## src/rtl/b64d_pkg.sv

```systemverilog
// Shared types, constants and the character decode function of the Base64 stream decoder.
package b64d_pkg;

	// Pad character that closes a group early.
	localparam logic [7:0] CHAR_PAD = 8'h3D;

	// Register index of the output capacity register.
	localparam logic REG_IDX_CAPACITY = 1'b0;

	// Reset value of the output capacity register.
	localparam logic [15:0] CAPACITY_RESET = 16'hFFFF;

	// One result transaction as it travels through the result queue.
	typedef struct packed {
		logic [7:0]  data_byte;
		logic        byte_valid;
		logic        bad_char_seen;
		logic [15:0] decoded_total;
		logic        last_result;
	} res_t;

	// Map a character to {invalid, sextet}; bit 6 is set for characters outside the alphabet.
	function automatic logic [6:0] sextet_of(input logic [7:0] c);
		logic [6:0] r;
		if (c >= 8'h41 && c <= 8'h5A) begin
			r = {1'b0, 6'(c - 8'h41)};
		end else if (c >= 8'h61 && c <= 8'h7A) begin
			r = {1'b0, 6'(c - 8'h61 + 8'd26)};
		end else if (c >= 8'h30 && c <= 8'h39) begin
			r = {1'b0, 6'(c - 8'h30 + 8'd52)};
		end else if (c == 8'h2B) begin
			r = {1'b0, 6'd62};
		end else if (c == 8'h2F) begin
			r = {1'b0, 6'd63};
		end else begin
			r = {1'b1, 6'd0};
		end
		return r;
	endfunction

endpackage

```

## src/rtl/base64_stream_decoder_top.sv

```systemverilog
// The results of a character enter the result queue at its accept edge.
// Throughput: one character per cycle while in_ready is high; results leave one per cycle while out_ready is high.
// Input ready drops while fewer than three queue entries are free (RES_DEPTH sets the queue size).
// Reset: arst_n clears the group state and the queue at once; capacity returns to 65535.
// Top level of the Base64 stream decoder with its APB-style configuration port.
module base64_stream_decoder_top
	import b64d_pkg::*;
#(
	parameter int RES_DEPTH = 8
) (
	input  logic        clk,
	input  logic        arst_n,
	input  logic        psel,
	input  logic        penable,
	input  logic        pwrite,
	input  logic [2:0]  paddr,
	input  logic [31:0] pwdata,
	output logic [31:0] prdata,
	output logic        pready,
	input  logic        in_valid,
	output logic        in_ready,
	input  logic [7:0]  input_char,
	input  logic        end_of_text,
	output logic        out_valid,
	input  logic        out_ready,
	output logic [7:0]  data_byte,
	output logic        byte_valid,
	output logic        bad_char_seen,
	output logic [15:0] decoded_total,
	output logic        last_result
);

	logic [15:0] capacity_q;
	logic        in_accept;
	logic [1:0]  res_cnt;
	res_t [2:0]  res;
	res_t        out_data;

	// Configuration register writes and reads.
	assign pready = 1'b1;
	assign prdata = (paddr[2] == REG_IDX_CAPACITY) ? {16'd0, capacity_q} : 32'd0;

	always_ff @(posedge clk or negedge arst_n) begin
		if (!arst_n) begin
			capacity_q <= CAPACITY_RESET;
		end else if (psel && penable && pwrite && pready && paddr[2] == REG_IDX_CAPACITY) begin
			capacity_q <= pwdata[15:0];
		end
	end

	assign in_accept = in_valid && in_ready;

	b64d_core u_core (
		.clk         (clk),
		.arst_n      (arst_n),
		.accept      (in_accept),
		.input_char  (input_char),
		.end_of_text (end_of_text),
		.capacity    (capacity_q),
		.res_cnt     (res_cnt),
		.res         (res)
	);

	b64d_fifo #(
		.DEPTH (RES_DEPTH)
	) u_fifo (
		.clk       (clk),
		.arst_n    (arst_n),
		.push      (in_accept),
		.push_cnt  (res_cnt),
		.push_data (res),
		.room      (in_ready),
		.out_valid (out_valid),
		.out_ready (out_ready),
		.out_data  (out_data)
	);

	// Output transaction fields.
	assign data_byte     = out_data.data_byte;
	assign byte_valid    = out_data.byte_valid;
	assign bad_char_seen = out_data.bad_char_seen;
	assign decoded_total = out_data.decoded_total;
	assign last_result   = out_data.last_result;

endmodule

```

## src/rtl/b64d_core.sv

```systemverilog
// Decode core: group state and the up to three results produced by one character.
module b64d_core
	import b64d_pkg::*;
(
	input  logic           clk,
	input  logic           arst_n,
	input  logic           accept,
	input  logic [7:0]     input_char,
	input  logic           end_of_text,
	input  logic [15:0]    capacity,
	output logic [1:0]     res_cnt,
	output res_t [2:0]     res
);

	logic [23:0] acc_q, acc_d;
	logic [1:0]  slot_q, slot_d;
	logic        skip_q, skip_d;
	logic [15:0] bc_q, bc_d;
	logic        stop_q, stop_d;
	logic        err_q, err_d;

	logic        stop_now;
	logic [6:0]  sx;
	logic [23:0] acc_new;
	logic [2:0]  emit_n;
	logic [23:0] emit_acc;
	logic [23:0] aligned;
	logic [1:0]  nbytes;

	// Next-state logic for one accepted character.
	always_comb begin
		acc_d    = acc_q;
		slot_d   = slot_q;
		skip_d   = skip_q;
		err_d    = err_q;
		emit_n   = 3'd0;
		emit_acc = acc_q;
		sx       = sextet_of(input_char);
		acc_new  = {acc_q[17:0], (sx[6] ? 6'd0 : sx[5:0])};
		stop_now = stop_q || (!skip_q && slot_q == 2'd0 &&
			({1'b0, bc_q} + 17'd3 >= {1'b0, capacity}));
		if (!stop_now) begin
			if (skip_q) begin
				slot_d = slot_q + 2'd1;
				if (slot_d == 2'd0) begin
					skip_d = 1'b0;
				end
			end else if (input_char == CHAR_PAD) begin
				emit_n   = {1'b0, slot_q};
				emit_acc = acc_q;
				acc_d    = 24'd0;
				if (slot_q == 2'd3) begin
					slot_d = 2'd0;
				end else begin
					slot_d = slot_q + 2'd1;
					skip_d = 1'b1;
				end
			end else begin
				if (sx[6]) begin
					err_d = 1'b1;
				end
				emit_acc = acc_new;
				if (slot_q == 2'd3) begin
					emit_n = 3'd4;
					acc_d  = 24'd0;
					slot_d = 2'd0;
				end else begin
					acc_d  = acc_new;
					slot_d = slot_q + 2'd1;
					if (end_of_text) begin
						emit_n = {1'b0, slot_q} + 3'd1;
					end
				end
			end
		end
		stop_d = stop_now;

		// Left-align the gathered sextets and count the bytes they yield.
		unique case (emit_n)
			3'd4: begin
				aligned = emit_acc;
				nbytes  = 2'd3;
			end
			3'd3: begin
				aligned = {emit_acc[17:0], 6'd0};
				nbytes  = 2'd2;
			end
			3'd2: begin
				aligned = {emit_acc[11:0], 12'd0};
				nbytes  = 2'd1;
			end
			default: begin
				aligned = {emit_acc[5:0], 18'd0};
				nbytes  = 2'd0;
			end
		endcase

		// Build the result transactions.
		for (int k = 0; k < 3; k++) begin
			res[k].data_byte     = aligned[23 - 8 * k -: 8];
			res[k].byte_valid    = 1'b1;
			res[k].bad_char_seen = err_d;
			res[k].decoded_total = bc_q + 16'(k + 1);
			res[k].last_result   = end_of_text && (2'(k) == nbytes - 2'd1);
		end
		res_cnt = nbytes;
		if (end_of_text && nbytes == 2'd0) begin
			res[0].data_byte     = 8'd0;
			res[0].byte_valid    = 1'b0;
			res[0].decoded_total = bc_q;
			res[0].last_result   = 1'b1;
			res_cnt              = 2'd1;
		end
		bc_d = bc_q + 16'(nbytes);

		// The end of a string returns all group state to its reset value.
		if (end_of_text) begin
			acc_d  = 24'd0;
			slot_d = 2'd0;
			skip_d = 1'b0;
			bc_d   = 16'd0;
			stop_d = 1'b0;
			err_d  = 1'b0;
		end
	end

	// Group state registers.
	always_ff @(posedge clk or negedge arst_n) begin
		if (!arst_n) begin
			acc_q  <= 24'd0;
			slot_q <= 2'd0;
			skip_q <= 1'b0;
			bc_q   <= 16'd0;
			stop_q <= 1'b0;
			err_q  <= 1'b0;
		end else if (accept) begin
			acc_q  <= acc_d;
			slot_q <= slot_d;
			skip_q <= skip_d;
			bc_q   <= bc_d;
			stop_q <= stop_d;
			err_q  <= err_d;
		end
	end

	// The last character of a string always yields a final result.
	a_eot_result: assert property (@(posedge clk) disable iff (!arst_n)
		(accept && end_of_text) |-> (res_cnt != 2'd0 && res[res_cnt - 2'd1].last_result))
		else $error("end of text produced no final result");

	// After the end of a string the group state starts over.
	a_eot_clear: assert property (@(posedge clk) disable iff (!arst_n)
		(accept && end_of_text) |=> (bc_q == 16'd0 && slot_q == 2'd0 && !skip_q && !stop_q))
		else $error("group state not cleared after end of text");

endmodule

```

## src/rtl/b64d_fifo.sv

```systemverilog
// Result queue: takes up to three results per cycle and hands out one per cycle while out_ready is high.
module b64d_fifo
	import b64d_pkg::*;
#(
	parameter int DEPTH = 8
) (
	input  logic       clk,
	input  logic       arst_n,
	input  logic       push,
	input  logic [1:0] push_cnt,
	input  res_t [2:0] push_data,
	output logic       room,
	output logic       out_valid,
	input  logic       out_ready,
	output res_t       out_data
);

	localparam int PW = $clog2(DEPTH);
	localparam int CW = $clog2(DEPTH + 1);
	localparam logic [PW:0] DEPTH_W = (PW + 1)'(DEPTH);
	localparam logic [CW-1:0] ROOM_MAX = CW'(DEPTH - 3);

	res_t          mem_q [DEPTH];
	logic [PW-1:0] wr_q;
	logic [PW-1:0] rd_q;
	logic [CW-1:0] count_q;
	logic          pop;
	logic [1:0]    push_n;

	// Pointer advance with wrap at the queue depth.
	function automatic logic [PW-1:0] ptr_add(input logic [PW-1:0] p, input logic [1:0] k);
		logic [PW:0] s;
		s = {1'b0, p} + (PW + 1)'(k);
		if (s >= DEPTH_W) begin
			s = s - DEPTH_W;
		end
		return s[PW-1:0];
	endfunction

	assign room      = (count_q <= ROOM_MAX);
	assign out_valid = (count_q != '0);
	assign out_data  = mem_q[rd_q];
	assign pop       = out_valid && out_ready;
	assign push_n    = push ? push_cnt : 2'd0;

	// Entry storage; entries are written at consecutive slots from the write pointer.
	always_ff @(posedge clk) begin
		for (int k = 0; k < 3; k++) begin
			if (2'(k) < push_n) begin
				mem_q[ptr_add(wr_q, 2'(k))] <= push_data[k];
			end
		end
	end

	// Pointers and fill count.
	always_ff @(posedge clk or negedge arst_n) begin
		if (!arst_n) begin
			wr_q    <= '0;
			rd_q    <= '0;
			count_q <= '0;
		end else begin
			wr_q    <= ptr_add(wr_q, push_n);
			rd_q    <= ptr_add(rd_q, {1'b0, pop});
			count_q <= count_q + CW'(push_n) - CW'(pop);
		end
	end

	// The fill count never goes beyond the depth.
	a_no_overflow: assert property (@(posedge clk) disable iff (!arst_n)
		count_q <= CW'(DEPTH))
		else $error("result queue overflow");

	// Results are only pushed while three entries are free.
	a_push_room: assert property (@(posedge clk) disable iff (!arst_n)
		(push && push_cnt != 2'd0) |-> room)
		else $error("push without room");

	// A pop alone lowers the fill count by one.
	a_pop_count: assert property (@(posedge clk) disable iff (!arst_n)
		(pop && push_n == 2'd0) |=> count_q == $past(count_q) - CW'(1))
		else $error("fill count wrong after pop");

endmodule
```

## config.mk

```make
export PLATFORM = sky130hd
export DESIGN_NAME = base64_stream_decoder_top
export DESIGN_NICKNAME = d
export VERILOG_FILES = /design/src/rtl/b64d_pkg.sv /design/src/rtl/base64_stream_decoder_top.sv /design/src/rtl/b64d_core.sv /design/src/rtl/b64d_fifo.sv
export SDC_FILE = /design/constraint.sdc
export NUM_CORES = 1
export LEC_CHECK = 0
export BUFFER_PORTS_ARGS = -buffer_cell sky130_fd_sc_hd__buf_4
export CAP_MARGIN = 5
export CORE_MARGIN = 2
export CORE_UTILIZATION = 38
export DETAILED_ROUTE_END_ITERATION = 7
export PLACE_DENSITY_LB_ADDON = 0.2
export RECOVER_POWER = 25
export SLEW_MARGIN = 20
export SYNTH_ARGS = -nofsm -noshare
export SYNTH_HDL_FRONTEND = slang
export SYNTH_SLANG_ARGS = --single-unit
```

## constraint.sdc

```tcl
create_clock -name clk -period 4.8 [get_ports clk]
set_input_delay 0 -clock clk [delete_from_list [all_inputs] [get_ports clk]]
set_output_delay 0 -clock clk [all_outputs]
set_load 0.05 [all_outputs]
```

==> impl_metrics.json, run 1 <==
{
  "outcome": "finished, violations left",
  "violations": "max-capacitance violations, max-slew violations",
  "reg2reg_depth": 17,
  "clk_path_buf_depth": 3,
  "grt_max_degree": 68,
  "swShare": 0.415,
  "fin_crit_ps": 4630,
  "tns_ps": 0,
  "final_common_cell": "nand2_1",
  "hold_class": "in -> reg",
  "required_ps": 5050,
  "grt_util_all_layers": 0.269,
  "post-place-ws_ps": 115,
  "vias_per_cell": 6.29,
  "seqPwrFrac": 0.338,
  "slew_viol_final": 100,
  "critPathCaptureType": "register",
  "die_x_microns": 219,
  "ir_drop_uv": 266,
  "die_area_sq_um": 47800,
  "clkLatencyLatePin_ps": 560,
  "internal-power_mw": 5.76,
  "crit_path_end": "u_fifo.mem_q[6][20]$_DFFE_PP_",
  "place_congestion": 0.936,
  "grt_pass1_vias": 14700,
  "n_antenna_cell": 0,
  "first_iter_violations": 2146,
  "port_buffers": 77,
  "worstPathMaxFanout": 15,
  "utilization": 0.464,
  "drt-wirelength-per-cell_microns": 26.2,
  "yosysTopAreaCell": "edfxtp_1",
  "initial_core_util": 0.385,
  "total_power_mw": 9.85,
  "first_pass_iters": 8,
  "postPlaceCellArea_sq_um": 19900,
  "critical_path_class": "reg -> reg",
  "cts_htree_levels": 2,
  "antenna_left": 0,
  "switchingPower_mw": 4.09,
  "root_buffer": "clkbuf_16",
  "antenna_found_initial": 0,
  "critPathLaunchType": "register",
  "clkTransAtPathRegs_ps": 60,
  "grt_pass1_wl_mm": 95.6,
  "avgSynthCellArea_sq_um": 10.7,
  "synthCells": 1637,
  "met1Wirelength_mm": 26.6,
  "hold_violations": 0,
  "num_rows": 78,
  "wl_met2_mm": 29.1,
  "netlist.area_leader.share": 0.357,
  "min_path_cells": 4,
  "setup_viol": 0,
  "synth_area_leaders": "edfxtp_1, dfrtp_1, mux4_2",
  "power.density_nw_per_um2": 467,
  "ios": 113,
  "dr_wl_met3_mm": 6.39,
  "rsz0062_at_grt": "true",
  "synth_enable_flop_cells": 208,
  "tightest_slew_ps": 3710,
  "wl_mm": 64.2,
  "slew_headroom": -1.47,
  "vias": 15400,
  "hpwl_mm": 45.5,
  "regToRegStartpoint": "u_core.bc_q[1]$_DFFE_PN0P_",
  "drive_gt1_frac": 0.235,
  "maxCapViolations": 2,
  "ys_seq_area_frac": 0.463,
  "stdcell_area_sq_um": 21100,
  "yosys_warnings": 0,
  "chipHeight_microns": 219,
  "setup_slack_ps": 171,
  "fin_nets": 1925,
  "combPwrFrac": 0.416,
  "top_layer": "met4",
  "coreArea_sq_um": 45500,
  "arrival_ps": 4880,
  "drc": 0,
  "syn_to_final_growth_pct": 20.4,
  "synth_ff_type": "edfxtp_1",
  "mostFrequentLayoutCells": "nand2_1, edfxtp_1, buf_4",
  "regToRegEndpoint": "u_fifo.mem_q[6][20]$_DFFE_PP_",
  "clkSinkCount": 283,
  "rrSetupSlack_ps": 170,
  "startpoint": "u_core.bc_q[1]$_DFFE_PN0P_",
  "post-route-period-util": 0.964,
  "synthArstFlopShare": 0.237,
  "p_leak_nw": 7.40,
  "skew_ps": 29.3,
  "synth-seq-cells": 283,
  "grt_overflow": 0,
  "max_clock_freq_mhz": 216,
  "cts_buffers": 34,
  "tritoncts": "yes",
  "clkPwrFrac": 0.246,
  "synthDistinctLibCells": 82,
  "synthesis.area_sq_um": 17500
}
-- routing by layer --
layer | global-route usage | vias up
met2 | 0.422 | 927
li1 | - | 6729
met1 | 0.377 | 7604
met3 | 0.0482 | 156
met5 | 0 | -
met4 | 0.0849 | 0
-- worst min path at each step --
stage	startpoint	slack, ps	end
final	in_valid	70	u_core.bc_q[8]$_DFFE_PN0P_
after global routing	in_valid	80	u_core.bc_q[8]$_DFFE_PN0P_
after CTS	in_valid	70	u_core.bc_q[8]$_DFFE_PN0P_
after detailed placement	arst_n	180	u_fifo.count_q[3]$_DFF_PN0_
after global placement	arst_n	170	u_fifo.count_q[2]$_DFF_PN0_
after floorplan	arst_n	-300	u_core.acc_q[0]$_DFFE_PN0P_
-- repair_timing --
item / 4_1_cts / 5_1_grt
setup endpoints to repair: 0 / 72
hold endpoints to repair: 83 / 0
buffers inserted: 0 / 2
hold buffers: 20 / 0
gates resized for setup: 0 / 25
-- registers in the layout, summed over array words and instances (netlist names) --
register        flops
u_core.stop_q       1
u_core.slot_q       2
u_core.bc_q        16
u_fifo.mem_q      216
u_core.acc_q       20
capacity_q         16
u_fifo.count_q      4
u_fifo.rd_q         3
u_fifo.wr_q         3
u_core.skip_q       1
u_core.err_q        1
-- worst max-delay path, stage by stage, from the launching register on --
cell       delay, ps
dfrtp_1          390
inv_1            120
ha_1             190
a21oi_2           80
nand3b_1         280
nor3_1           280
xor2_1           310
ha_1             310
nand4_1          200
nor4_4            80
a2bb2oi_2        230
o211a_1          270
buf_6            190
a21oi_1          130
a22o_1           260
a222oi_1         560
buf_4            280
o221ai_1         140
-- cell type report --
| type | instances | area, sq um |
|---|---|---|
| clock buffer | 38 | 866 |
| clock inverter | 22 | 160 |
| fill | 4312 | 24400 |
| inverter | 52 | 195 |
| multi-input combinational | 1175 | 8880 |
| sequential | 283 | 8110 |
| tap | 600 | 751 |
| timing repair buffer | 282 | 2120 |
-- power groups by stage --
| stage | Combinational (mW) | Clock, mW | Sequential, mW |
|---|---|---|---|
| finish | 4.09 | 2.42 | 3.33 |
| global placement | 4.17 | 0 | 3.36 |
| detailed placement | 4.20 | 0 | 3.38 |
| CTS | 4.23 | 2.47 | 3.33 |
| global route | 4.36 | 2.56 | 3.38 |
| floorplan | 2.96 | 0 | 3.17 |
-- per-stage QoR --
| stage | std cells | hold WS, ps |
|---|---|---|
| global placement | 2370 | 172 |
| detailed placement | 2370 | 178 |
| global route | 2452 | 82.4 |
| floorplan | 1652 | -296 |
| finish | 2452 | 66.3 |
| CTS | 2450 | 66.3 |
-- cell usage after synthesis (5+ instances only) --
cell,count
clkbuf_1,95
buf_4,19
o211ai_1,11
edfxtp_1,208
a22o_1,7
nand3b_1,5
buf_1,7
xor2_1,34
a2111oi_0,8
a221o_1,14
nand2_1,227
buf_2,20
mux4_2,54
nor4_1,5
dfrtp_1,51
xnor2_1,25
o21a_1,12
and2_1,9
o22a_1,6
a22oi_1,36
or3_1,6
o22ai_1,7
a21oi_1,32
a2bb2oi_1,6
ha_1,43
and3_1,14
dfstp_2,16
mux2_2,45
inv_1,49
a211o_1,6
o31a_1,7
nor3_1,38
a31oi_1,13
mux2i_1,13
a21o_1,9
nand4_1,15
o21ai_0,76
nand3_1,58
o21ai_1,7
a211oi_1,15
nor2_1,96
o221ai_1,134
dfxtp_1,8
-- logic make-up after synthesis --
group                    synth area share
AND/OR/NAND/NOR                     0.127
AO/OA/AOI/OAI                       0.193
other                            0.000429
adder cells (fa/ha/maj)            0.0342
XOR/XNOR                           0.0295
buffers and inverters              0.0475
multiplexers                        0.106
flip-flops                          0.463
No activity file was read; power rests on OpenSTA's default activity.
==> run 2: changes to the inputs <==
--- a/config.mk
+++ b/config.mk
@@ -10,6 +10,7 @@
 export CORE_MARGIN = 2
 export CORE_UTILIZATION = 38
 export DETAILED_ROUTE_END_ITERATION = 7
+export GPL_TIMING_DRIVEN = 0
 export PLACE_DENSITY_LB_ADDON = 0.2
 export RECOVER_POWER = 25
 export SLEW_MARGIN = 20
==> run 2 against run 1 <==
Compared with the run above:
- the run ends with max-capacitance violations, max-slew violations, negative setup slack left
- final area increased by 7.0%
- via count increased by 5.8%
- combinational power increased by 17%
- critical endpoint is now u_core.bc_q[11]$_DFFE_PN0P_
- largest cell class unchanged
==> impl_metrics.json, run 2 (synthesis gave the netlist of run 1 again) <==
{
  "port_buffers": 73,
  "power.density_nw_per_um2": 475,
  "drc": 0,
  "syn_to_final_growth_pct": 28.8,
  "largest_register_ffs": 216,
  "final_common_cell": "nand2_1",
  "post-route-period-util": 1.02,
  "cts_htree_levels": 2,
  "rsz0062_at_grt": "true",
  "coreArea_sq_um": 45500,
  "setup_slack_ps": -94.1,
  "clkLatencyLatePin_ps": 560,
  "first_pass_iters": 6,
  "setup_viol": 11,
  "num_rows": 78,
  "reg.largest.list": "u_fifo.mem_q: 216 flops, u_core.acc_q: 20 flops",
  "root_buffer": "clkbuf_16",
  "clkTransAtPathRegs_ps": 60,
  "p_leak_nw": 7.88,
  "critPathLaunchType": "register",
  "mostFrequentLayoutCells": "nand2_1, edfxtp_1, o221ai_1",
  "grt_overflow": 0,
  "skew_ps": 18.5,
  "antenna_found_initial": 0,
  "fin_nets": 1987,
  "arrival_ps": 5310,
  "ios": 113,
  "die_area_sq_um": 47800,
  "initial_core_util": 0.385,
  "violations": "max-capacitance violations, max-slew violations, negative setup slack",
  "outcome": "finished, violations left",
  "die_x_microns": 219,
  "hold_violations": 0,
  "hold_class": "in -> reg",
  "drt-wirelength-per-cell_microns": 28.9,
  "max_clock_freq_mhz": 204,
  "drive_gt1_frac": 0.288,
  "fin_crit_ps": 4890,
  "stdcell_area_sq_um": 22600,
  "ir_drop_uv": 261,
  "vias_per_cell": 6.48,
  "slew_viol_final": 68,
  "postPlaceCellArea_sq_um": 19200,
  "vias": 16300,
  "hpwl_mm": 48.5,
  "antenna_left": 0,
  "clkSinkCount": 283,
  "tritoncts": "yes",
  "required_ps": 5220,
  "grt_pass1_wl_mm": 104,
  "tightest_slew_ps": 3780,
  "grt_util_all_layers": 0.301,
  "place_congestion": 0.974,
  "top_register": "u_fifo.mem_q",
  "chipHeight_microns": 219,
  "clk_path_buf_depth": 3,
  "wl_mm": 72.7,
  "grt_pass1_vias": 15400,
  "critPathCaptureType": "register",
  "whs_ps": 17.6,
  "first_iter_violations": 2614,
  "worstPathMaxFanout": 7,
  "critical_path_class": "reg -> reg",
  "slew_headroom": -1.52,
  "maxCapViolations": 1,
  "cts_buffers": 35,
  "tns_ps": -686,
  "grt_max_degree": 68
}
## run 2: cell count changes in the layout (fill, tap and decap cells not counted), sizes merged
cell         before  now
clkinvlp          3    1
diode             0    1
bufinv            1    4
nand3            58   65
buf             216  193
inv              52   50
clkinv           18   12
dlygate4sd3      20   18
clkbuf           84  172
## run 2: where the power goes
part           leakage (nW)  switching, mW  internal (mW)
registers              2.74          0.195           3.00
logic                  4.58           3.20           1.59
clock network         0.567           1.10           1.63
total                  7.88           4.49           6.22
## run 2: final cells by class
cell class	count	area (sq um)
Fill cell	4173	22900
Inverter	52	215
Clock buffer	47	971
Clock inverter	15	178
Sequential cell	283	8110
Multi-Input combinational cell	1182	9870
Antenna cell	1	2.50
Tap cell	600	751
Buffer	140	831
Timing Repair Buffer	196	1630
## run 2: layer usage
metal	up-vias	global-route usage	part of all wire
met5	-	0	0.00047
met4	2	0.135	0.052
met2	1221	0.445	0.43
li1	6876	-	-
met1	7944	0.409	0.38
met3	270	0.0882	0.13
## run 2: repair_timing
| action | 4_1_cts | 5_1_grt |
|---|---|---|
| buffers inserted | 57 | 37 |
| gates cloned | 6 | 1 |
| setup endpoints to repair | 470 | 418 |
| endpoints found under the hold margin | 68 | 0 |
| hold buffers | 18 | 0 |
| pin swaps | 38 | 43 |
| resized for setup | 168 | 155 |
## run 2: worst paths after layout
check | startpoint | end | slack [ps] | cells after the start
min in group asynchronous | arst_n | u_core.acc_q[0]$_DFFE_PN0P_ | 1300 | 2
hold / removal | input_char[0] | u_core.acc_q[0]$_DFFE_PN0P_ | 20 | 4
setup reg to reg | u_core.bc_q[1]$_DFFE_PN0P_ | u_core.bc_q[11]$_DFFE_PN0P_ | -90 | 25
max in group asynchronous | arst_n | u_core.bc_q[2]$_DFFE_PN0P_ | 1100 | 2
setup / recovery | u_core.bc_q[1]$_DFFE_PN0P_ | u_core.bc_q[11]$_DFFE_PN0P_ | -90 | 25
hold reg to reg | u_fifo.mem_q[6][18]$_SDFFE_PP1N_ | u_fifo.mem_q[6][18]$_SDFFE_PP1N_ | 490 | 2
## run 2: through the flow
stage,utilization,setup slack [ps],cells,power (mW)
CTS,0.480,0.00844,2475,10.5
global route,0.496,-282,2515,11.1
global placement,0.417,-2830,2325,7.48
finish,0.496,-94.1,2516,10.7
detailed placement,0.422,-2600,2334,7.56
floorplan,-,6.27,1652,6.13
## run 2: worst max-delay path, stage by stage, from the launching register on
cell and delay, ps:
dfrtp_2 450, clkinv_4 70, ha_4 130, a21oi_4 50
nand3b_1 300, buf_4 230, nor3_4 200, xor2_2 300
ha_4 190, nand4_1 120, buf_4 170, nor4_4 350
a2bb2oi_2 130, o211a_4 170, a32oi_4 280, buf_6 160
inv_6 30, clkbuf_16 150, ha_4 250, a21oi_2 40
nor3b_2 300, nand3_2 200, nor2_4 160, nand3_2 90
xor2_1 150, nor2_1 50
